File: config.mk
export PLATFORM = sky130hd
export DESIGN_NAME = psu_ram
export DESIGN_NICKNAME = d
export VERILOG_FILES = /design/src/rtl/psu_ram.sv
export SDC_FILE = /design/constraint.sdc
export NUM_CORES = 2
export LEC_CHECK = 0
export ABC_AREA = 0
export BUFFER_PORTS_ARGS = -buffer_cell sky130_fd_sc_hd__buf_2
export CAP_MARGIN = 0
export CORE_MARGIN = 3
export CORE_UTILIZATION = 63
export CTS_CLUSTER_DIAMETER = 100
export DETAILED_ROUTE_END_ITERATION = 8
export PLACE_DENSITY = 0.79
export SLEW_MARGIN = 20
export SYNTH_ARGS = -nofsm -noshare
export SYNTH_HDL_FRONTEND = slang
export SYNTH_SLANG_ARGS = --single-unit
export TNS_END_PERCENT = 100
File: constraint.sdc
create_clock -name clk -period 3.4 [get_ports clk]
set_input_delay 0.51 -clock clk [delete_from_list [all_inputs] [get_ports clk]]
set_output_delay 0.51 -clock clk [all_outputs]
set_load 0.01 [all_outputs]
File: src/rtl/psu_ram.sv
module psu_ram #(
  parameter int WIDTH = 8,
  parameter int DEPTH = 256
) (
  input  logic                     clk,
  input  logic                     we,
  input  logic [$clog2(DEPTH)-1:0] waddr,
  input  logic [WIDTH-1:0]         wdata,
  input  logic                     re,
  input  logic [$clog2(DEPTH)-1:0] raddr,
  output logic [WIDTH-1:0]         rdata
);

  logic [WIDTH-1:0] mem [DEPTH];
  logic [WIDTH-1:0] rdata_r;

  always_ff @(posedge clk) begin
    if (we) begin
      mem[waddr] <= wdata;
    end
    if (re) begin
      rdata_r <= mem[raddr];
    end
  end

  assign rdata = rdata_r;

endmodule

After elaboration in Yosys (flattened, before gate mapping):

Memories as Yosys holds them, arrays and structs flattened. A register that Yosys moved wholly into a read port is not among the register bits.
Cells that the tools add are included.

* bits in registers: 0
* bits in writable memories: 2048
* output and inout port bits: 8
* logic and storage cells: 3
* memories: 1

Memories
* mem: depth 256, bits a word 8, read ports 1, clocked after memory_dff 1, write ports 1, RTL line 14 `logic [WIDTH-1:0] mem [DEPTH];`

* multiplexer cells: 2

Operators by type and width (number)
* 1-bit two-way mux: 2

Depth between registers and ports, before layout:

* depth in word-level cells: 2
* depth in mapped cells: 11
* gate-level depth less buffers: 6

Least setup slack after synthesis:

OpenSTA, ideal clock, no wires.

* path kind: input-to-reg
* from: in raddr[0]
* to: reg rdata_r[2], in the netlist rdata[2], read port of mem, data pin
* library setup time: 269 ps
* arrival time: 2317 ps
* path slack: 814 ps
* stages on the path: 9
* path buffers: 4
* cell sequence: buf_6 -> buf_12 -> buf_8 -> buf_2 -> mux4_2 -> a22oi_1 -> a21oi_1 -> nor4_1 -> nor4_2

RTL lines
* start, declared: RTL line 10 `input logic [$clog2(DEPTH)-1:0] raddr,`
* end, declared: RTL line 15 `logic [WIDTH-1:0] rdata_r;`

==> flow_metrics.env <==
export IMPL_cts_made_buffers=193
export IMPL_register_area_sq_um=61700
export IMPL_gr_total_overflow=0
export IMPL_final_common_cell="edfxtp_1"
export IMPL_synth_fa_ha_area_share_pct=0
export IMPL_start_util_pct=63.9
export IMPL_cts_setup_buffers=0
export IMPL_detail_route_wl_per_cell_um=33.8
export IMPL_dieArea_sq_um=131000
export IMPL_max_slew_margin_pct=25.0
export IMPL_clk_latency_ps=810
export IMPL_status="finished clean"
export IMPL_fillCellCount=6652
export IMPL_cp_required_ps=3960
export IMPL_place_congestion=0.885
export IMPL_syn_nets=3760
export IMPL_syn_mean_instance_area_sq_um=21.3
export IMPL_ys_seq_area_share_pct=77.5
export IMPL_fin_crit_sh_pct=87.6
export IMPL_final_cell_mix="2056 x edfxtp_1, 454 x mux4_2, 371 x buf_4"
export IMPL_synthFlopType="edfxtp_1"
export IMPL_numPortBuffers=34
export IMPL_ys_warn_count=0
export IMPL_io_pins=35
export IMPL_setup_violations=0
export IMPL_startpoint_type="flip-flop"
export IMPL_total_leakage_power_nw=28.8
export IMPL_cts_root_buf="clkbuf_16"
export IMPL_grt_usage_pct=31.4
export IMPL_place_inst=5589
export IMPL_hpwlAfterDp_um=120000
export IMPL_multi_input_area_sq_um=16500
export IMPL_core_area_sq_um=125000
export IMPL_synth_edff_count=2056
export IMPL_grt_pass1_vias=42200
export IMPL_nets=4174
export IMPL_critPathKind="flip-flop to flip-flop"
export IMPL_final_cells=5949
export IMPL_holdPathStages=1
export IMPL_cts_tree="yes"
export IMPL_synth_top_family_by_area="multiplexers"
export IMPL_synthCells=3733
export IMPL_ys_ff_latch=2056
export IMPL_rows=129
export IMPL_synthArstFlopShare_pct=0
export IMPL_grt_max_degree=133
export IMPL_maxCapViolations=0
export IMPL_ctsHoldBuffers=0
export IMPL_total_power_mw=51.7
export IMPL_drt_pass1_iterations=6
export IMPL_finish_utilization_pct=72.6
export IMPL_drt_total_wl_um=201000
export IMPL_powerDensity_nw_per_um2=572
export IMPL_synth_cell_types=54
export IMPL_skew_ps=28.4
export IMPL_rsz0062_at_grt="no"
export IMPL_fmax_ghz=0.336
export IMPL_drv_slew=0
export IMPL_synthMuxAreaShare_pct=14.6
export IMPL_ant_nets=0
export IMPL_end_kind="flip-flop"
export IMPL_synth_area_sq_um=79600
export IMPL_drive_gt1_share_pct=27.8
export IMPL_antenna_found_initial=8
export IMPL_yosys_area_share_simple_pct=2.63
export IMPL_cts_sinks=2056
export IMPL_crit_fanout=1
export IMPL_area_growth_pct=13.6
export IMPL_ir_drop_mv=0.500
export IMPL_hold_viol=0
export IMPL_cts_htree_levels=4
export IMPL_post_route_drc_count=0
export IMPL_cts_buffer_depth=3
export IMPL_grt_pass1_wl_um=294000
export IMPL_worst_pin_slew_ps=1120
export IMPL_period_needed_ps=2980
export IMPL_cts_resized=0
export IMPL_clk_pin_slew_worst_paths_ps=60
export IMPL_fin_tns_setup_ps=0
export IMPL_die_w_um=362
export IMPL_vias=41700
export IMPL_die_h_um=362
export IMPL_avgViaCountPerCell=7.01
export IMPL_drtIter0Drc=6996
export IMPL_hold_class="input pin to flip-flop"
export IMPL_worst_ep_arrival_time_ps=3540
export IMPL_ff2ff_path_depth=7
export IMPL_synth_xor_area_share_pct=0
export IMPL_synth_compound_area_share_pct=3.42
power by group:
| part | switching, mW | internal, mW | leakage (nW) |
|---|---|---|---|
| Combinational | 1.70 | 0.992 | 7.30 |
| Clock | 9.23 | 11.8 | 3.00 |
| Sequential | 0.0342 | 27.9 | 18.5 |
| Total | 11.0 | 40.8 | 28.8 |
layer usage:
metal | track usage, % | part of all wire (%) | vias up
met5 | 0 | 0.013 | -
met1 | 43.0 | 34 | 21300
li1 | - | - | 16500
met4 | 13.5 | 4.7 | 4
met2 | 48.7 | 48 | 3313
met3 | 8.32 | 13 | 513
logic make-up after synthesis:
kind of cell,after synthesis
AO/OA/AOI/OAI,385
buffers and inverters,235
flip-flops,2056
multiplexers,591
AND/OR/NAND/NOR,466
state kept, by name, indices dropped and copies added, names as in the netlist:
signal	flops
mem	2048
rdata	8
worst max-delay path: stages, from the launching register on:
cell	delay, ps
edfxtp_1	400
mux4_2	550
mux4_2	550
nor2_1	120
a2111oi_0	120
nor3_1	710
buf_4	240
nor4_2	40
worst paths after layout:
check | startpoint | to | slack, ps
worst max-delay path | mem[139][2] | rdata[2] | 420
worst min-delay path | re | rdata[6] | 140
worst min register to register | mem[32][5] | rdata[5] | 1190
worst max register to register | mem[139][2] | rdata[2] | 420
area by class of cell:
cell class | count | share of cell area, %
Clock buffer | 234 | 5.65
Clock inverter | 118 | 1.14
Inverter | 2 | 0.00830
Multi-Input combinational cell | 1442 | 18.2
Antenna cell | 8 | 0.0221
Timing Repair Buffer | 452 | 4.42
Tap cell | 1637 | 2.26
Sequential cell | 2056 | 68.3
synthesized netlist by cell type, drive strengths merged (4+ instances only):
master | count | area share (%)
a2111oi | 5 | 0.066
a211oi | 16 | 0.15
a21oi | 96 | 0.60
a221oi | 14 | 0.16
a22o | 8 | 0.088
a22oi | 133 | 1.3
and2 | 6 | 0.047
buf | 122 | 1.3
clkbuf | 111 | 0.52
edfxtp | 2056 | 78
mux2i | 134 | 1.7
mux4 | 456 | 13
nand2 | 33 | 0.16
nand2b | 8 | 0.063
nand3 | 34 | 0.21
nand4 | 10 | 0.079
nor2 | 282 | 1.3
nor2b | 31 | 0.24
nor3 | 22 | 0.14
nor4 | 27 | 0.24
o211ai | 10 | 0.094
o21ai | 12 | 0.075
o221ai | 47 | 0.52
o22a | 5 | 0.055
o22ai | 28 | 0.22
o32ai | 5 | 0.064
or2 | 4 | 0.031
per-stage QoR:
| stage | worst slack [ps] | hold slack (ps) | cell area [sq um] |
|---|---|---|---|
| floorplan | 814 | 609 | 79600 |
| finish | 423 | 140 | 90400 |
| global route | 451 | 115 | 90400 |
| CTS | 500 | 107 | 90400 |
| detailed placement | -164 | 962 | 84300 |
| global placement | -771 | 967 | 84300 |
Power figures use the tool's default switching activity.
