[src/rtl/psu_pkg.sv]
package psu_pkg;

  // Input item: operation selects load or read request.
  typedef struct packed {
    logic       operation;
    logic [7:0] packed_byte;
  } psu_in_t;

  // Result item: one decoded sample.
  typedef struct packed {
    logic signed [7:0] sample;
    logic              last_sample;
  } psu_out_t;

  // Operation codes
  localparam logic OP_LOAD = 1'b0;
  localparam logic OP_READ = 1'b1;

  // Configuration register indexes
  localparam logic CFG_ESCAPE = 1'b0;
  localparam logic CFG_LENGTH = 1'b1;

  // Delta code that keeps its magnitude of 128
  localparam logic [7:0] CODE_NEG_MAX = 8'h80;
  localparam logic [7:0] MASK_START   = 8'h80;

  // Status of the bit-plane sequencer as seen by the controller.
  typedef struct packed {
    logic busy;
    logic done;
  } psu_rg_status_t;

  // Rotate right of an 8-bit value; shifts of 8 and above act as a plain shift
  // of the doubled word.
  function automatic logic [7:0] rot_right8(input logic [7:0] v, input logic [3:0] s);
    logic [15:0] w;
    w = {v, v} >> s;
    return w[7:0];
  endfunction

endpackage

[src/rtl/psu_rle_loader.sv]
module psu_rle_loader import psu_pkg::*; #(
  parameter int MAX_BLOCK = 65536
) (
  input  logic                         clk,
  input  logic                         rst_n,
  input  logic                         load_en,
  input  logic [7:0]                   load_byte,
  input  logic [7:0]                   escape_byte,
  input  logic [$clog2(MAX_BLOCK+1)-1:0] blk_len,
  input  logic                         clear,
  output logic                         busy,
  output logic                         run_we,
  output logic [$clog2(MAX_BLOCK)-1:0] run_waddr,
  output logic [7:0]                   run_wdata,
  output logic [$clog2(MAX_BLOCK+1)-1:0] fill
);

  localparam int AW = $clog2(MAX_BLOCK);
  localparam int CW = $clog2(MAX_BLOCK + 1);

  typedef enum logic [1:0] {
    L_IDLE = 2'b01,
    L_RUN  = 2'b10
  } ldr_state_t;

  typedef enum logic [2:0] {
    PH_NONE = 3'b001,
    PH_ESC  = 3'b010,
    PH_CNT  = 3'b100
  } esc_phase_t;

  ldr_state_t      state_r, state_nxt;
  esc_phase_t      phase_r, phase_nxt;
  logic [7:0]      cnt_r, cnt_nxt;
  logic [7:0]      val_r, val_nxt;
  logic [7:0]      rem_r, rem_nxt;
  logic [CW-1:0]   widx_r, widx_nxt;
  logic            put;
  logic [7:0]      put_byte;

  always_comb begin
    state_nxt = state_r;
    phase_nxt = phase_r;
    cnt_nxt   = cnt_r;
    val_nxt   = val_r;
    rem_nxt   = rem_r;
    put       = 1'b0;
    put_byte  = load_byte;
    case (state_r)
      L_IDLE: begin
        if (load_en) begin
          case (phase_r)
            PH_ESC: begin
              if (load_byte == 8'h00) begin
                put       = 1'b1;
                put_byte  = escape_byte;
                phase_nxt = PH_NONE;
              end else begin
                cnt_nxt   = load_byte;
                phase_nxt = PH_CNT;
              end
            end
            PH_CNT: begin
              val_nxt   = load_byte;
              rem_nxt   = cnt_r;
              phase_nxt = PH_NONE;
              state_nxt = L_RUN;
            end
            default: begin
              if (load_byte == escape_byte) begin
                phase_nxt = PH_ESC;
              end else begin
                put = 1'b1;
              end
            end
          endcase
        end
      end
      L_RUN: begin
        put      = 1'b1;
        put_byte = val_r;
        rem_nxt  = rem_r - 8'd1;
        // stop early once the block is full; remaining repeats are dropped
        if (rem_r == 8'd1 || widx_r >= blk_len) begin
          state_nxt = L_IDLE;
        end
      end
      default: state_nxt = L_IDLE;
    endcase
  end

  assign run_we    = put && (widx_r < blk_len);
  assign run_waddr = widx_r[AW-1:0];
  assign run_wdata = put_byte;
  assign widx_nxt  = run_we ? widx_r + CW'(1) : widx_r;

  always_ff @(posedge clk) begin
    if (!rst_n || clear) begin
      state_r <= L_IDLE;
      phase_r <= PH_NONE;
      cnt_r   <= '0;
      widx_r  <= '0;
    end else begin
      state_r <= state_nxt;
      phase_r <= phase_nxt;
      cnt_r   <= cnt_nxt;
      widx_r  <= widx_nxt;
    end
  end

  always_ff @(posedge clk) begin
    val_r <= val_nxt;
    rem_r <= rem_nxt;
  end

  assign busy = (state_r == L_RUN);
  assign fill = widx_r;

endmodule

[config.mk]
export PLATFORM = sky130hd
export DESIGN_NAME = psu_rle_loader
export DESIGN_NICKNAME = d
export VERILOG_FILES = /design/src/rtl/psu_pkg.sv /design/src/rtl/psu_rle_loader.sv
export SDC_FILE = /design/constraint.sdc
export NUM_CORES = 1
export LEC_CHECK = 0
export BUFFER_PORTS_ARGS = -buffer_cell sky130_fd_sc_hd__clkbuf_2
export CAP_MARGIN = 20
export CORE_UTILIZATION = 45
export CTS_CLUSTER_DIAMETER = 100
export DETAILED_ROUTE_END_ITERATION = 16
export GPL_ROUTABILITY_DRIVEN = 0
export PLACE_DENSITY = 0.7
export RECOVER_POWER = 25
export SETUP_SLACK_MARGIN = 0.02
export SLEW_MARGIN = 20
export SYNTH_ARGS = -nofsm -noshare
export SYNTH_HDL_FRONTEND = slang
export SYNTH_SLANG_ARGS = --single-unit
[constraint.sdc]
create_clock -name clk -period 3.3 [get_ports clk]
set_input_delay 0.165 -clock clk [delete_from_list [all_inputs] [get_ports clk]]
set_output_delay 0.165 -clock clk [all_outputs]
set_load 0.02 [all_outputs]
# After elaboration in Yosys (flattened, before gate mapping)
# Cells that the tools add are included.
# W data, S select, Z words.
# word_totals
reg_bits	46
latchBits	0
ramBits	0
rom_bits	0
inputBits	37
out_inout_bits	43
word_cells	51
memories	0
# op_classes
addsub	2
n_mul	0
n_div	0
n_lt_le_gt_ge	2
n_eq_ne	9
shifts	0
muxes	19
bitwise	1
reduce_logical	12
# ops
op	count
$mux W8	5
$pmux W8 S2	2
$add A17 B1 Y17 const B	1
$ge A17 B17 Y1	1
$lt A17 B17 Y1	1
$reduce_and A3 Y1	4
$eq A8 B1 Y1 const B	1
$eq A8 B8 Y1	1
$logic_not A8 Y1	1
$sub A8 B1 Y8 const B	1
$mux W2	3
$mux W3	2
$pmux W3 S2	1
$ne A2 B1 Y1 const B	2
$pmux W1 S2	2
$pmux W2 S2	1
$reduce_and A4 Y1	1
$eq A3 B2 Y1 const B	1
$eq A3 B3 Y1 const B	1
$mux W1	3
$reduce_bool A3 Y1	1
$eq A2 B1 Y1 const B	1
$eq A2 B2 Y1 const B	1
$logic_or A1 B1 Y1	2
other kinds (5)	5

# Longest topological paths before layout
# depth
depth_word	6
mapped_depth	10
depth_no_buf	8

# Least setup slack after synthesis
# No wires, ideal clock.
# synth_path
path_type	reg-to-reg
startpoint	register widx_r[14], in the netlist fill[14]
endpoint	register widx_r[1], in the netlist fill[1]
setup_time_ns	0.072
arrival_time_ns	2.596
required_ns	3.228
path_slack_ns	0.632
stages_incl_launch_ff	9
path_buffers	1
period_less_slack_ns	2.668
path_cell_list	dfxtp_1 ha_1 a21o_1 a21o_1 a2111oi_0 nand4b_1 clkbuf_1 nor2_1 mux2i_1
# synth_via
elab_chain_len	2
# synth_lines
element	line	rtl
start: declaration	psu_rle_loader.sv:37	logic [CW-1:0] widx_r, widx_nxt;
start signal: assignment	psu_rle_loader.sv:107	widx_r <= widx_nxt;
$lt A17 B17 Y1	psu_rle_loader.sv:92	assign run_we = put && (widx_r < blk_len);
$logic_and A1 B1 Y1	psu_rle_loader.sv:92	
via run_we	psu_rle_loader.sv:12	output logic run_we,
# The timed path passes the listed nets, and every way through them passes these cells.
# A chain may end at the register's enable or synchronous reset.

# Worst setup path in the final report
# layout_path
startpoint	register widx_r[14], in the netlist fill[14]
endpoint	output run_we
# layout_via
elab_chain_len	2
# layout_lines
element	line
$lt A17 B17 Y1	psu_rle_loader.sv:92
$logic_and A1 B1 Y1	psu_rle_loader.sv:92
end: declaration	psu_rle_loader.sv:12
# No other way between the ends.

==> impl_metrics.csv <==
group,metric,value,unit
run_status,status,"finished clean",
global_route,use_met1,28.3,%
timing,min_period_over_period,85.0,%
synth,yosysSeqAreaShare,36.0,%
worst_hold_path,hold_start,"load_en",
job,cap_viol_max_count,0,
route,drt_iter0_markers,174,
timing,period_needed,2.81,ns
route,ant_nets,0,
synth,syn-cell-area,3000,sq um
die,die_h,83.7,um
die,rows,29,
synth,ys_warn_count,0,
die,io_pins,80,
timing,fin_skew,0.00742,ns
clocking,cts-root-buf,"clkbuf_8",
critical_path,critPathArrivalTime,2.64,ns
synth,ys_seq_elements,46,
timing,slew_violations,0,
clocking,clock-sinks,46,
layout,final_layout_size_suffix_gt1_share,17.8,%
critical_path,criticalPathCategory,"flop to output port",
timing,fin_setup_tns,0,ns
placement,dpl.hpwl,5130,um
worst_hold_path,min_path_type,"primary input to flop",
route,vias,2700,
global_route,grt_use_met3,3.17,%
timing,relSlewSlack,37.7,%
layout,syn_to_final_growth,12.9,%
global_route,grt_pass1_vias,2463,
timing,hold_viol,0,
clocking,cts_inserted_buffers,5,
critical_path,worst-r2r-setup-slack,0.63,ns
critical_path,worstRegToRegCells,8,
layout,n_fill_cell,614,
layout,nets,463,
clocking,cts_buffer_depth,2,
die,die_x,83.7,um
global_route,grt_max_degree,34,
global_route,antenna_found_initial,0,
clocking,post-cts-setup-buffers,0,
global_route,grt_usage,20.1,%
timing,max_freq,356,MHz
power_and_ir_drop,p_per_area,308,nW/um^2
timing,rsz0062_at_grt,"false",
clocking,cts_resized,0,
clocking,tritoncts,"yes",
route,viasPerCell,5.60,
critical_path,critPathLaunchType,"flop",
critical_path,required,3.13,ns
worst_hold_path,hold_end,"phase_r[1]$_SDFFE_PP0P_",
placement,io_buffers,79,
route,drt-total-wl,7010,um
global_route,grt_util_met2,32.4,%
global_route,grt_pass1_wl,11600,um
power_and_ir_drop,p_leak,1.39,nW
timing,setup_viol_count_final,0,
route,wl_per_cell,14.6,um
global_route,gr-max-usage-layer,"met2",
route,firstDrtPassIters,4,
clocking,hold_buffers,0,
global_route,grt_remaining_overflow,0,
die,die_area,7000,sq um
critical_path,cp-end-kind,"output port",
synth,synthCells,346,
layout,diodes,0,
synth,ys_types,41,
layout,final_cells,482,
placement,placed_cells,474,
power_and_ir_drop,vdd_drop_max,0.000191,V
clocking,cts_max_level,2,
critical_path,rr_startpoint,"fill[14]$_SDFFE_PP0P_",
critical_path,cp_max_fo,33,
die,initial_core_util,47.0,%
worst_hold_path,holdPathStages,2,
clocking,clock_latency,0.30,ns
timing,tightest_slew,0.934,ns
route,drc,0,
critical_path,rr_endpoint,"fill[10]$_SDFFE_PP0P_",
die,core-area,6390,sq um
synth,synth.avg_cell_area,8.68,sq um
synth,synth.net_count,405,
clocking,clkTransAtPathRegs,0.09,ns
-- power breakdown --
group | internal [mW] | switching [mW] | leakage (nW) | total, mW
combinational | 0.0362 | 0.0606 | 0.975 | 0.0967
clock | 0.169 | 0.192 | 0.0482 | 0.361
sequential | 0.584 | 0.00203 | 0.369 | 0.586
-- flip-flops by register name, indices dropped and copies added (netlist names) --
name / cells
fill: 17
val_r: 8
phase_r: 3
state_r: 2
rem_r: 8
cnt_r: 8
-- synthesized netlist by cell type, drive strengths merged --
library cell,number,area (sq um)
nor4,4,40.0
o31a,2,17.5
nand2,18,67.6
a22oi,8,60.1
o21a,2,15.0
mux2i,8,80.1
a2111oi,1,8.76
a211o,1,8.76
edfxtp,16,480
clkbuf,12,45.0
nor2,24,92.6
and3,8,50.1
nand4b,2,17.5
nand3,10,50.1
nor2b,3,18.8
dfxtp,30,601
or2,3,18.8
buf,20,150
a311oi,1,8.76
xnor2,5,43.8
inv,26,97.6
a21o,3,22.5
o21ai,17,85.1
or3,8,50.1
nand4,6,37.5
a21oi,35,175
nand2b,3,18.8
xor2,9,78.8
or4,15,116
ha,22,275
a211oi,1,12.5
nor3b,1,7.51
o2111ai,2,17.5
o31ai,13,97.6
nor3,7,35.0
-- cell usage in the layout, fill, tap and decap left out, types with 7 or more instances in the layout --
cell and count:
clkbuf_2 53, mux2i_1 8, inv_1 26, o21ai_0 16, nand2_1 18, ha_1 22, and3_1 8, nor3_1 7
nand3_1 10, nor2_1 23, o31ai_1 13, edfxtp_1 16, a21oi_1 35, or3_1 8, dfxtp_1 30, a22oi_1 8
xor2_1 9, or4_1 14, clkbuf_1 27
-- worst max-delay path by stage --
stage | endpoint | slack, ns | from | depth (start not counted)
5_1_grt | run_we | 0.19 | fill[14]$_SDFFE_PP0P_ | 8
6_report | run_we | 0.49 | fill[14]$_SDFFE_PP0P_ | 8
4_1_cts | run_we | 0.47 | state_r[1]$_SDFFE_PP0P_ | 8
3_5_place_dp | fill[3]$_SDFFE_PP0P_ | 0.63 | fill[14]$_SDFFE_PP0P_ | 8
2_1_floorplan | fill[1]$_SDFFE_PP0P_ | 0.63 | fill[14]$_SDFFE_PP0P_ | 8
3_3_place_gp | fill[13]$_SDFFE_PP0P_ | 0.71 | fill[14]$_SDFFE_PP0P_ | 8
-- worst max-delay path, cell delays in order (launching register included) --
cell and delay [ns]:
dfxtp_1 0.42, ha_1 0.27, a21o_1 0.16, a21o_1 0.16, a2111oi_0 0.52, nand4b_1 0.16, buf_4 0.26, nor2_1 0.18
clkbuf_2 0.20
-- stage by stage --
step                      hold slack (ns)  power [mW]  instance area, sq um  utilization [%]  setup slack, ns
after floorplan                     0.264       0.654                  3000                -            0.632
after global placement              0.423       0.696                  3330             52.1            0.714
after detailed placement            0.434       0.697                  3330             52.1            0.633
after CTS                           0.120        1.05                  3420             53.5            0.472
after global routing                0.133        1.08                  3390             53.1            0.190
final                               0.124        1.04                  3390             53.1            0.495
-- routing by layer --
metal | share of wire (%) | vias to the layer above | wire length [um]
li1 | - | 1355 | -
met1 | 47 | 1255 | 3300
met2 | 47 | 85 | 3310
met3 | 4.8 | 5 | 339
met4 | 0.87 | 0 | 61
met5 | 0 | - | 0
-- cell families (layout without fill, tap and decap cells) --
| logic type | Yosys count | in the layout | share of synthesized area, % |
|---|---|---|---|
| compound gates | 86 | 86 | 17.6 |
| xor+xnor | 14 | 14 | 4.09 |
| fa+ha+maj | 22 | 22 | 9.17 |
| buf+inv | 58 | 117 | 9.75 |
| flops | 46 | 46 | 36.0 |
| mux | 8 | 8 | 2.67 |
| simple gates | 112 | 112 | 20.7 |
-- final cells by class --
cell class	instances	area, sq um	area share [%]
multi-input cells	242	1630	48.1
flip-flops and latches	46	1080	31.9
repair buffers	83	393	11.6
inverters	26	97.6	2.88
well taps	77	96.3	2.84
clock buffers	7	86.3	2.55
clock inverters	1	5.00	0.148
No activity file was read; power rests on OpenSTA's default activity.
