[config.mk]
export PLATFORM = sky130hd
export DESIGN_NAME = psu_plane_regroup
export DESIGN_NICKNAME = d
export VERILOG_FILES = /design/src/rtl/psu_pkg.sv /design/src/rtl/psu_plane_regroup.sv
export SDC_FILE = /design/constraint.sdc
export NUM_CORES = 1
export LEC_CHECK = 0
export ABC_AREA = 1
export ABC_CLOCK_PERIOD_IN_PS = 5150
export BUFFER_PORTS_ARGS = -buffer_cell sky130_fd_sc_hd__buf_2
export CAP_MARGIN = 10
export CORE_ASPECT_RATIO = 0.5
export CORE_MARGIN = 2
export CORE_UTILIZATION = 35
export DETAILED_ROUTE_END_ITERATION = 8
export PLACE_DENSITY = 0.57
export SLEW_MARGIN = 20
export SYNTH_ARGS = -nofsm -noshare
export SYNTH_HDL_FRONTEND = slang
export SYNTH_SLANG_ARGS = --single-unit
[constraint.sdc]
create_clock -name clk -period 5.15 [get_ports clk]
set_input_delay 1.03 -clock clk [delete_from_list [all_inputs] [get_ports clk]]
set_output_delay 1.03 -clock clk [all_outputs]
set_load 0.02 [all_outputs]
[src/rtl/psu_pkg.sv]
package psu_pkg;

  // Input item: operation selects load or read request.
  typedef struct packed {
    logic       operation;
    logic [7:0] packed_byte;
  } psu_in_t;

  // Result item: one decoded sample.
  typedef struct packed {
    logic signed [7:0] sample;
    logic              last_sample;
  } psu_out_t;

  // Operation codes
  localparam logic OP_LOAD = 1'b0;
  localparam logic OP_READ = 1'b1;

  // Configuration register indexes
  localparam logic CFG_ESCAPE = 1'b0;
  localparam logic CFG_LENGTH = 1'b1;

  // Delta code that keeps its magnitude of 128
  localparam logic [7:0] CODE_NEG_MAX = 8'h80;
  localparam logic [7:0] MASK_START   = 8'h80;

  // Status of the bit-plane sequencer as seen by the controller.
  typedef struct packed {
    logic busy;
    logic done;
  } psu_rg_status_t;

  // Rotate right of an 8-bit value; shifts of 8 and above act as a plain shift
  // of the doubled word.
  function automatic logic [7:0] rot_right8(input logic [7:0] v, input logic [3:0] s);
    logic [15:0] w;
    w = {v, v} >> s;
    return w[7:0];
  endfunction

endpackage

[src/rtl/psu_plane_regroup.sv]
module psu_plane_regroup import psu_pkg::*; #(
  parameter int MAX_BLOCK = 65536
) (
  input  logic                           clk,
  input  logic                           rst_n,
  input  logic                           start,
  input  logic [$clog2(MAX_BLOCK+1)-1:0] blk_len,
  input  logic [$clog2(MAX_BLOCK+1)-1:0] fill,
  output logic                           run_re,
  output logic [$clog2(MAX_BLOCK)-1:0]   run_raddr,
  input  logic [7:0]                     run_rdata,
  output logic                           plane_re,
  output logic [$clog2(MAX_BLOCK)-1:0]   plane_raddr,
  input  logic [7:0]                     plane_rdata,
  output logic                           plane_we,
  output logic [$clog2(MAX_BLOCK)-1:0]   plane_waddr,
  output logic [7:0]                     plane_wdata,
  output psu_rg_status_t                 status
);

  localparam int AW = $clog2(MAX_BLOCK);
  localparam int CW = $clog2(MAX_BLOCK + 1);

  typedef enum logic [3:0] {
    R_IDLE  = 4'b0001,
    R_FETCH = 4'b0010,
    R_BITS  = 4'b0100,
    R_DRAIN = 4'b1000
  } rg_state_t;

  rg_state_t     state_r, state_nxt;
  logic [AW-1:0] i_r, i_nxt;
  logic [AW-1:0] k_r, k_nxt;
  logic [2:0]    bit_r, bit_nxt;
  logic [3:0]    wraps_r, wraps_nxt;
  logic [7:0]    mask_r, mask_nxt;
  logic          wrapped_r, wrapped_nxt;
  logic          src_ok_r;

  // write stage of the read-modify-write
  logic          wv_r;
  logic [AW-1:0] waddr_r;
  logic [7:0]    contrib_r;
  logic          first_r;
  logic          fwd_hit_r;
  logic [7:0]    fwd_data_r;

  logic [7:0]    src;
  logic [2:0]    shift3;
  logic [7:0]    contrib;
  logic [CW-1:0] k_inc, i_inc;
  logic          k_wrap;
  logic [3:0]    wraps_inc;
  logic [7:0]    mask_rot1;
  logic [7:0]    old_val;
  logic          issue;

  assign src       = src_ok_r ? run_rdata : 8'h00;
  assign shift3    = wraps_r[2:0] - bit_r;
  assign contrib   = rot_right8(src & mask_r, {1'b0, shift3});
  assign k_inc     = CW'(k_r) + CW'(1);
  assign k_wrap    = (k_inc >= blk_len);
  assign wraps_inc = wraps_r + {3'b000, k_wrap};
  assign mask_rot1 = rot_right8(mask_r, 4'd1);
  assign i_inc     = CW'(i_r) + CW'(1);
  assign issue     = (state_r == R_BITS);

  always_comb begin
    state_nxt   = state_r;
    i_nxt       = i_r;
    k_nxt       = k_r;
    bit_nxt     = bit_r;
    wraps_nxt   = wraps_r;
    mask_nxt    = mask_r;
    wrapped_nxt = wrapped_r;
    case (state_r)
      R_IDLE: begin
        if (start) begin
          i_nxt       = '0;
          k_nxt       = '0;
          mask_nxt    = MASK_START;
          wrapped_nxt = 1'b0;
          state_nxt   = R_FETCH;
        end
      end
      R_FETCH: begin
        bit_nxt   = 3'd0;
        wraps_nxt = 4'd0;
        state_nxt = R_BITS;
      end
      R_BITS: begin
        k_nxt       = k_wrap ? '0 : k_inc[AW-1:0];
        wraps_nxt   = wraps_inc;
        wrapped_nxt = wrapped_r | k_wrap;
        bit_nxt     = bit_r + 3'd1;
        mask_nxt    = mask_rot1;
        if (bit_r == 3'd7) begin
          // per-byte re-rotation by the number of wraps inside this byte
          mask_nxt = rot_right8(mask_rot1, wraps_inc);
          if (i_inc >= blk_len) begin
            state_nxt = R_DRAIN;
          end else begin
            i_nxt     = i_inc[AW-1:0];
            state_nxt = R_FETCH;
          end
        end
      end
      R_DRAIN: state_nxt = R_IDLE;
      default: state_nxt = R_IDLE;
    endcase
  end

  // first visit of an entry ignores stale contents from a previous block
  assign old_val     = first_r ? 8'h00 : (fwd_hit_r ? fwd_data_r : plane_rdata);
  assign plane_we    = wv_r;
  assign plane_waddr = waddr_r;
  assign plane_wdata = contrib_r | old_val;

  assign plane_re    = issue;
  assign plane_raddr = k_r;
  assign run_re      = (state_r == R_FETCH);
  assign run_raddr   = i_r;

  always_ff @(posedge clk) begin
    if (!rst_n) begin
      state_r <= R_IDLE;
      wv_r    <= 1'b0;
    end else begin
      state_r <= state_nxt;
      wv_r    <= issue;
    end
  end

  always_ff @(posedge clk) begin
    i_r       <= i_nxt;
    k_r       <= k_nxt;
    bit_r     <= bit_nxt;
    wraps_r   <= wraps_nxt;
    mask_r    <= mask_nxt;
    wrapped_r <= wrapped_nxt;
    if (state_r == R_FETCH) begin
      src_ok_r <= (CW'(i_r) < fill);
    end
    if (issue) begin
      waddr_r    <= k_r;
      contrib_r  <= contrib;
      first_r    <= !wrapped_r;
      // read issued while the same entry is being written this cycle
      fwd_hit_r  <= wv_r && (waddr_r == k_r);
      fwd_data_r <= plane_wdata;
    end
  end

  assign status.busy = (state_r != R_IDLE);
  assign status.done = (state_r == R_DRAIN);

endmodule

== After elaboration in Yosys (flattened, before gate mapping) ==
Cells that the tools add are included.

* Input bits: 53
* Output and inout bits: 61
* Bits in registers: 88
* Word-level logic and storage cells: 64

* Multiplexer cells: 20
* Equal/unequal tests: 10
* $lt $le $gt $ge: 3
* Reduce and logical (&&, ||, !) cells: 7
* Shift operators: 2
* Add/subtract/negate cells: 5
* Bitwise gates (word level): 3

{| class="wikitable"
|+ Operators with widths
! operator !! number
|-
| 16-bit two-way mux || 4
|-
| 16-bit one-hot mux with 2 select lines || 2
|-
| 8-bit two-way mux || 5
|-
| 16-bit by 1-bit adder with 17-bit output (second input constant) || 2
|-
| 17-bit >= comparator || 2
|-
| 16-bit by 17-bit less-than comparator with 1-bit output || 1
|-
| 16-bit equality test || 1
|-
| 8-bit one-hot mux with 2 select lines || 1
|-
| 16-bit by 3-bit right shift with 8-bit output || 1
|-
| 16-bit by 4-bit right shift with 8-bit output || 1
|-
| 4-bit two-way mux || 3
|-
| 4-bit one-hot mux with 3 select lines || 1
|-
| 8-bit bitwise AND || 1
|-
| 8-bit OR || 1
|-
| 4-bit one-hot mux with 2 select lines || 1
|-
| 3-bit one-hot mux with 2 select lines || 1
|-
| 4-bit by 1-bit adder with 4-bit output || 1
|-
| 4-bit by 1-bit equality test with 1-bit output (second input constant) || 1
|-
| 4-bit by 2-bit equality test with 1-bit output (second input constant) || 1
|-
| 4-bit by 3-bit equality test with 1-bit output (second input constant) || 1
|-
| 4-bit equality test (second input constant) || 1
|-
| 2-bit inequality test (second input constant) || 2
|-
| 4-bit by 1-bit inequality test with 1-bit output (second input constant) || 1
|-
| 2-bit AND reduction || 2
|-
| 11 further kinds || 12
|}

== Logic depth before layout (Yosys ltp) ==
* Depth in word-level cells: 6
* Gate-level depth with buffers: 26
* Gate-level depth less buffers: 24

== Least setup slack after synthesis ==
OpenSTA, ideal clock, no wires.

* Path kind: reg-to-reg
* Start: register k_r[0] (netlist: plane_raddr[0])
* End: register mask_r[5], data pin
* Cell stages (with the launch flop): 24
* Path buffers: 2
* Required time: 4.898 ns
* Clock period less this slack: 3.953 ns
* Arrival: 3.701 ns
* Setup slack: 1.197 ns
* Library setup time: 0.252 ns
* Cell sequence: edfxtp_1 -> ha_1 -> nand2_1 -> nor2_1 -> nand2_1 -> xor2_1 -> inv_1 -> ha_1 -> a21o_1 -> nor2_1 -> nand2_1 -> nand2_1 -> nand4_4 -> buf_4 -> ha_1 -> ha_1 -> buf_2 -> clkinv_1 -> nand2_1 -> nand2_1 -> o21ai_0 -> o21ai_1 -> nand2_1 -> nand2_1

* Word-level cells in the longest chain between the ends: 6

{| class="wikitable"
|+ RTL lines
! what !! RTL line !! source
|-
| start, declared || psu_plane_regroup.sv:33 || <nowiki>logic [AW-1:0] k_r, k_nxt;</nowiki>
|-
| start signal, assigned || psu_plane_regroup.sv:136 || <nowiki>k_r <= k_nxt;</nowiki>
|-
| 16-bit by 1-bit adder with 17-bit output || psu_plane_regroup.sv:61 || <nowiki>assign k_inc = CW'(k_r) + CW'(1);</nowiki>
|-
| via k_inc[8] || psu_plane_regroup.sv:51 || <nowiki>logic [CW-1:0] k_inc, i_inc;</nowiki>
|-
| 17-bit >= comparator || psu_plane_regroup.sv:62 || <nowiki>assign k_wrap = (k_inc >= blk_len);</nowiki>
|-
| 4-bit by 1-bit adder with 4-bit output || psu_plane_regroup.sv:63 || <nowiki>assign wraps_inc = wraps_r + {3'b000, k_wrap};</nowiki>
|-
| via wraps_inc[1] || psu_plane_regroup.sv:53 || <nowiki>logic [3:0] wraps_inc;</nowiki>
|-
| 16-bit by 4-bit right shift with 8-bit output || psu_pkg.sv:37 || <nowiki>w = {v, v} >> s;</nowiki>
|-
| 8-bit two-way mux || psu_plane_regroup.sv:97 || <nowiki>if (bit_r == 3'd7) begin</nowiki>
|-
| 8-bit one-hot mux with 2 select lines || psu_plane_regroup.sv:76 || <nowiki>case (state_r)</nowiki>
|-
| end signal, assigned || psu_plane_regroup.sv:139 || <nowiki>mask_r <= mask_nxt;</nowiki>
|-
| end, declared || psu_plane_regroup.sv:36 || <nowiki>logic [7:0] mask_r, mask_nxt;</nowiki>
|}

The timed path passes the listed nets, and every way through them passes these cells.
A chain may end at the register's enable or synchronous reset.

== Final worst setup path ==
Same ends and word-level chain as after synthesis.

==> flow_metrics.py <==
metrics = {
    "sta": {
        "setup_ws_ns": 0.803,
        "layout_min_cycle_time_ns": 4.35,
        "setup_violations": 0,
        "maxSlewHeadroom_pct": 45.9,
        "tightest_slew_ns": 0.810,
        "fmax_ghz": 0.230,
        "tns_ns": 0,
        "slew_viol_final": 0,
        "hold_slack_ns": 0.526,
        "period_share_pct": 84.4,
        "rsz0062_at_grt": "false",
        "hold_viol": 0,
        "clock_skew_ns": 0.0108,
    },
    "synth": {
        "syn_area_sq_um": 6420,
        "ys_ff_latch": 88,
        "yosys_most_used_dff": "edfxtp_1",
        "synthTopCellsByArea": "edfxtp_1 (39%), ha_1 (11%), nand2_1 (11%)",
        "synth-edff-count": 83,
        "syn_inst": 798,
        "syn_avg_cell_area_sq_um": 8.05,
        "synth-seq-area-share_pct": 40.4,
        "async_flop_share_pct": 0,
        "yosysTopAreaCell": "edfxtp_1",
        "ys_types": 48,
        "netlist.area_leader.share_pct": 38.8,
        "synth_fp_nets": 908,
        "ys_warn_count": 0,
    },
    "power_and_ir_drop": {
        "comb_power_share_pct": 38.9,
        "total_power_mw": 2.86,
        "p_sw_mw": 1.15,
        "p_sw_share_pct": 40.1,
        "p_seq_share_pct": 38.6,
        "p_leak_nw": 3.68,
        "p_int_mw": 1.71,
        "clkPwrFrac_pct": 22.5,
        "pwr_density_cell_nw_per_um2": 380,
        "vdd_drop_max_mv": 0.157,
    },
    "setup_path": {
        "r2r_cells": 23,
        "path_class": "register to register",
        "endpoint_kind": "register",
        "reg2reg_to": "mask_r[5]$_SDFFCE_PN0P_",
        "critPathMaxFanout": 18,
        "rr_startpoint": "plane_raddr[0]$_SDFFCE_PP0P_",
        "reg2reg_setup_slack_ns": 0.80,
        "cp.arrival_ns": 4.45,
        "crit_required_ns": 5.25,
        "crit_path_start_kind": "register",
    },
    "route": {
        "ant_nets": 0,
        "vias": 5489,
        "first_pass_iters": 5,
        "wl_um": 16100,
        "drc": 0,
        "avgRoutedWirePerCell_um": 14.0,
        "viasPerCell": 4.77,
        "drt_iter0_markers": 345,
    },
    "cells_and_area": {
        "n_antenna_cell": 0,
        "multiInputGateArea_sq_um": 3190,
        "nNetsFinal": 1022,
        "syn_to_final_growth_pct": 17.1,
        "nFillCells": 1830,
        "final_common_cell": "nand2_1",
        "post_layout_nonfiller_instances": 1151,
        "fin_area_sq_um": 7520,
        "drive_gt1_share_pct": 17.9,
        "final_util_pct": 42.6,
        "seqCellArea_sq_um": 2590,
        "final_cell_mix": "nand2_1 (180), inv_1 (142), buf_2 (113)",
    },
    "global_routing": {
        "grt_max_degree": 44,
        "grt_pass1_vias": 5328,
        "overflow": 0,
        "antenna_found_initial": 0,
        "grt_use_total_pct": 16.9,
        "grt_pass1_wl_um": 26300,
    },
    "placed_design": {
        "dpl.cell_count": 1135,
        "place_hpwl_um": 12800,
        "io_buffers": 113,
        "place_ws_ns": 0.848,
        "gp_congestion": 0.886,
        "post_dp_cell_area_sq_um": 7240,
    },
    "min_path": {
        "min_from": "plane_raddr[1]$_SDFFCE_PP0P_",
        "min_path_type": "register to register",
        "holdPathEnd": "plane_waddr[1]$_DFFE_PP_",
        "min_delay_path_depth": 0,
    },
    "die": {
        "die_y_um": 99.8,
        "num_rows": 34,
        "die_w_um": 196,
        "start_util_pct": 36.4,
        "core_sq_um": 17700,
        "io_pins": 114,
        "dieArea_sq_um": 19500,
    },
    "cts": {
        "clkTransAtPathRegs_ns": 0.06,
        "post_cts_resized": 0,
        "cts_setup_buffers": 0,
        "cts_sinks": 88,
        "cts_tree": "done",
        "clkLatencyLatePin_ns": 0.34,
        "htree_levels": 3,
        "numCtsBuffers": 9,
        "cts-root-buf": "clkbuf_16",
        "clockBufferDepth": 2,
        "postCtsHoldBufs": 0,
    },
    "job": {
        "max_cap_viol_count": 0,
    },
    "status": {
        "status": "complete, no violations",
    },
}
[final cells by class]
class	count	share of cell area (%)
inverters	152	7.59
clock buffers	14	3.25
multi-input cells	545	42.5
well taps	234	3.89
flip-flops and latches	88	34.5
repair buffers	116	7.82
clock inverters	2	0.466
[state kept, by name, summed over array words and instances, names as in the netlist]
signal       cells
fwd_data_r       8
wraps_r          4
mask_r           8
first_r          1
wrapped_r        1
plane_waddr     16
contrib_r        8
state_r          4
fwd_hit_r        1
src_ok_r         1
plane_we         1
run_raddr       16
plane_raddr     16
bit_r            3
[kinds of logic (layout without fill, tap and decap cells)]
family,Yosys count,after routing,synth area share [%]
adder cells (fa/ha/maj),57,57,11.2
multiplexers,9,9,1.40
XOR/XNOR,22,22,3.82
AND/OR/NAND/NOR,354,354,24.1
buffers and inverters,165,284,9.94
AO/OA/AOI/OAI,103,103,9.18
flip-flops,88,88,40.4
[per-layer routing]
layer  global-route usage, %  vias up  routed length, um
li1                        -     2843                  -
met1                    23.6     2534               8170
met2                    27.6      104               7170
met3                    3.53        8                623
met4                    3.11        0                100
met5                       0        -                  0
[worst max-delay path by stage]
stage | startpoint | to | slack, ns | cells after the start
floorplan | plane_raddr[0]$_SDFFCE_PP0P_ | mask_r[5]$_SDFFCE_PN0P_ | 1.20 | 23
CTS | plane_raddr[0]$_SDFFCE_PP0P_ | mask_r[5]$_SDFFCE_PN0P_ | 0.81 | 23
finish | plane_raddr[0]$_SDFFCE_PP0P_ | mask_r[5]$_SDFFCE_PN0P_ | 0.80 | 23
detailed placement | plane_raddr[0]$_SDFFCE_PP0P_ | mask_r[5]$_SDFFCE_PN0P_ | 0.85 | 23
global placement | plane_raddr[0]$_SDFFCE_PP0P_ | mask_r[2]$_SDFFCE_PN0P_ | 0.96 | 22
global route | plane_raddr[0]$_SDFFCE_PP0P_ | mask_r[5]$_SDFFCE_PN0P_ | 0.38 | 21
[synth_stat cells, types with 9 or more instances]
master	n
xor2_1	17
a21oi_1	23
edfxtp_1	83
inv_1	142
mux2i_1	9
nand3_1	23
inv_2	9
nor2_1	89
nand2_1	180
ha_1	56
nor3_1	31
o21ai_0	45
[power groups by stage]
stage               sequential [mW]  combinational [mW]  clock [mW]
floorplan                      1.17               0.718           0
global placement               1.12                1.09           0
detailed placement             1.12                1.11           0
CTS                            1.10                1.12       0.661
global route                   1.12                1.27       0.683
finish                         1.10                1.11       0.643
[worst max-delay path, cell delays in order (launching register included)]
cell      delay (ns)
edfxtp_1        0.50
ha_1            0.28
nand2_1         0.07
nor2_1          0.22
xor2_1          0.30
inv_1           0.08
ha_1            0.32
nand2_1         0.09
inv_1           0.04
nand2_1         0.05
nand2_1         0.06
nand2_1         0.06
nand2_1         0.05
nand2_1         0.09
nand4_4         0.26
ha_1            0.32
ha_1            0.43
clkinv_1        0.30
nand2_1         0.16
nand2_1         0.09
o21ai_0         0.14
o21ai_1         0.08
nand2_1         0.06
nand2_1         0.05
No activity file was read; power rests on OpenSTA's default activity.
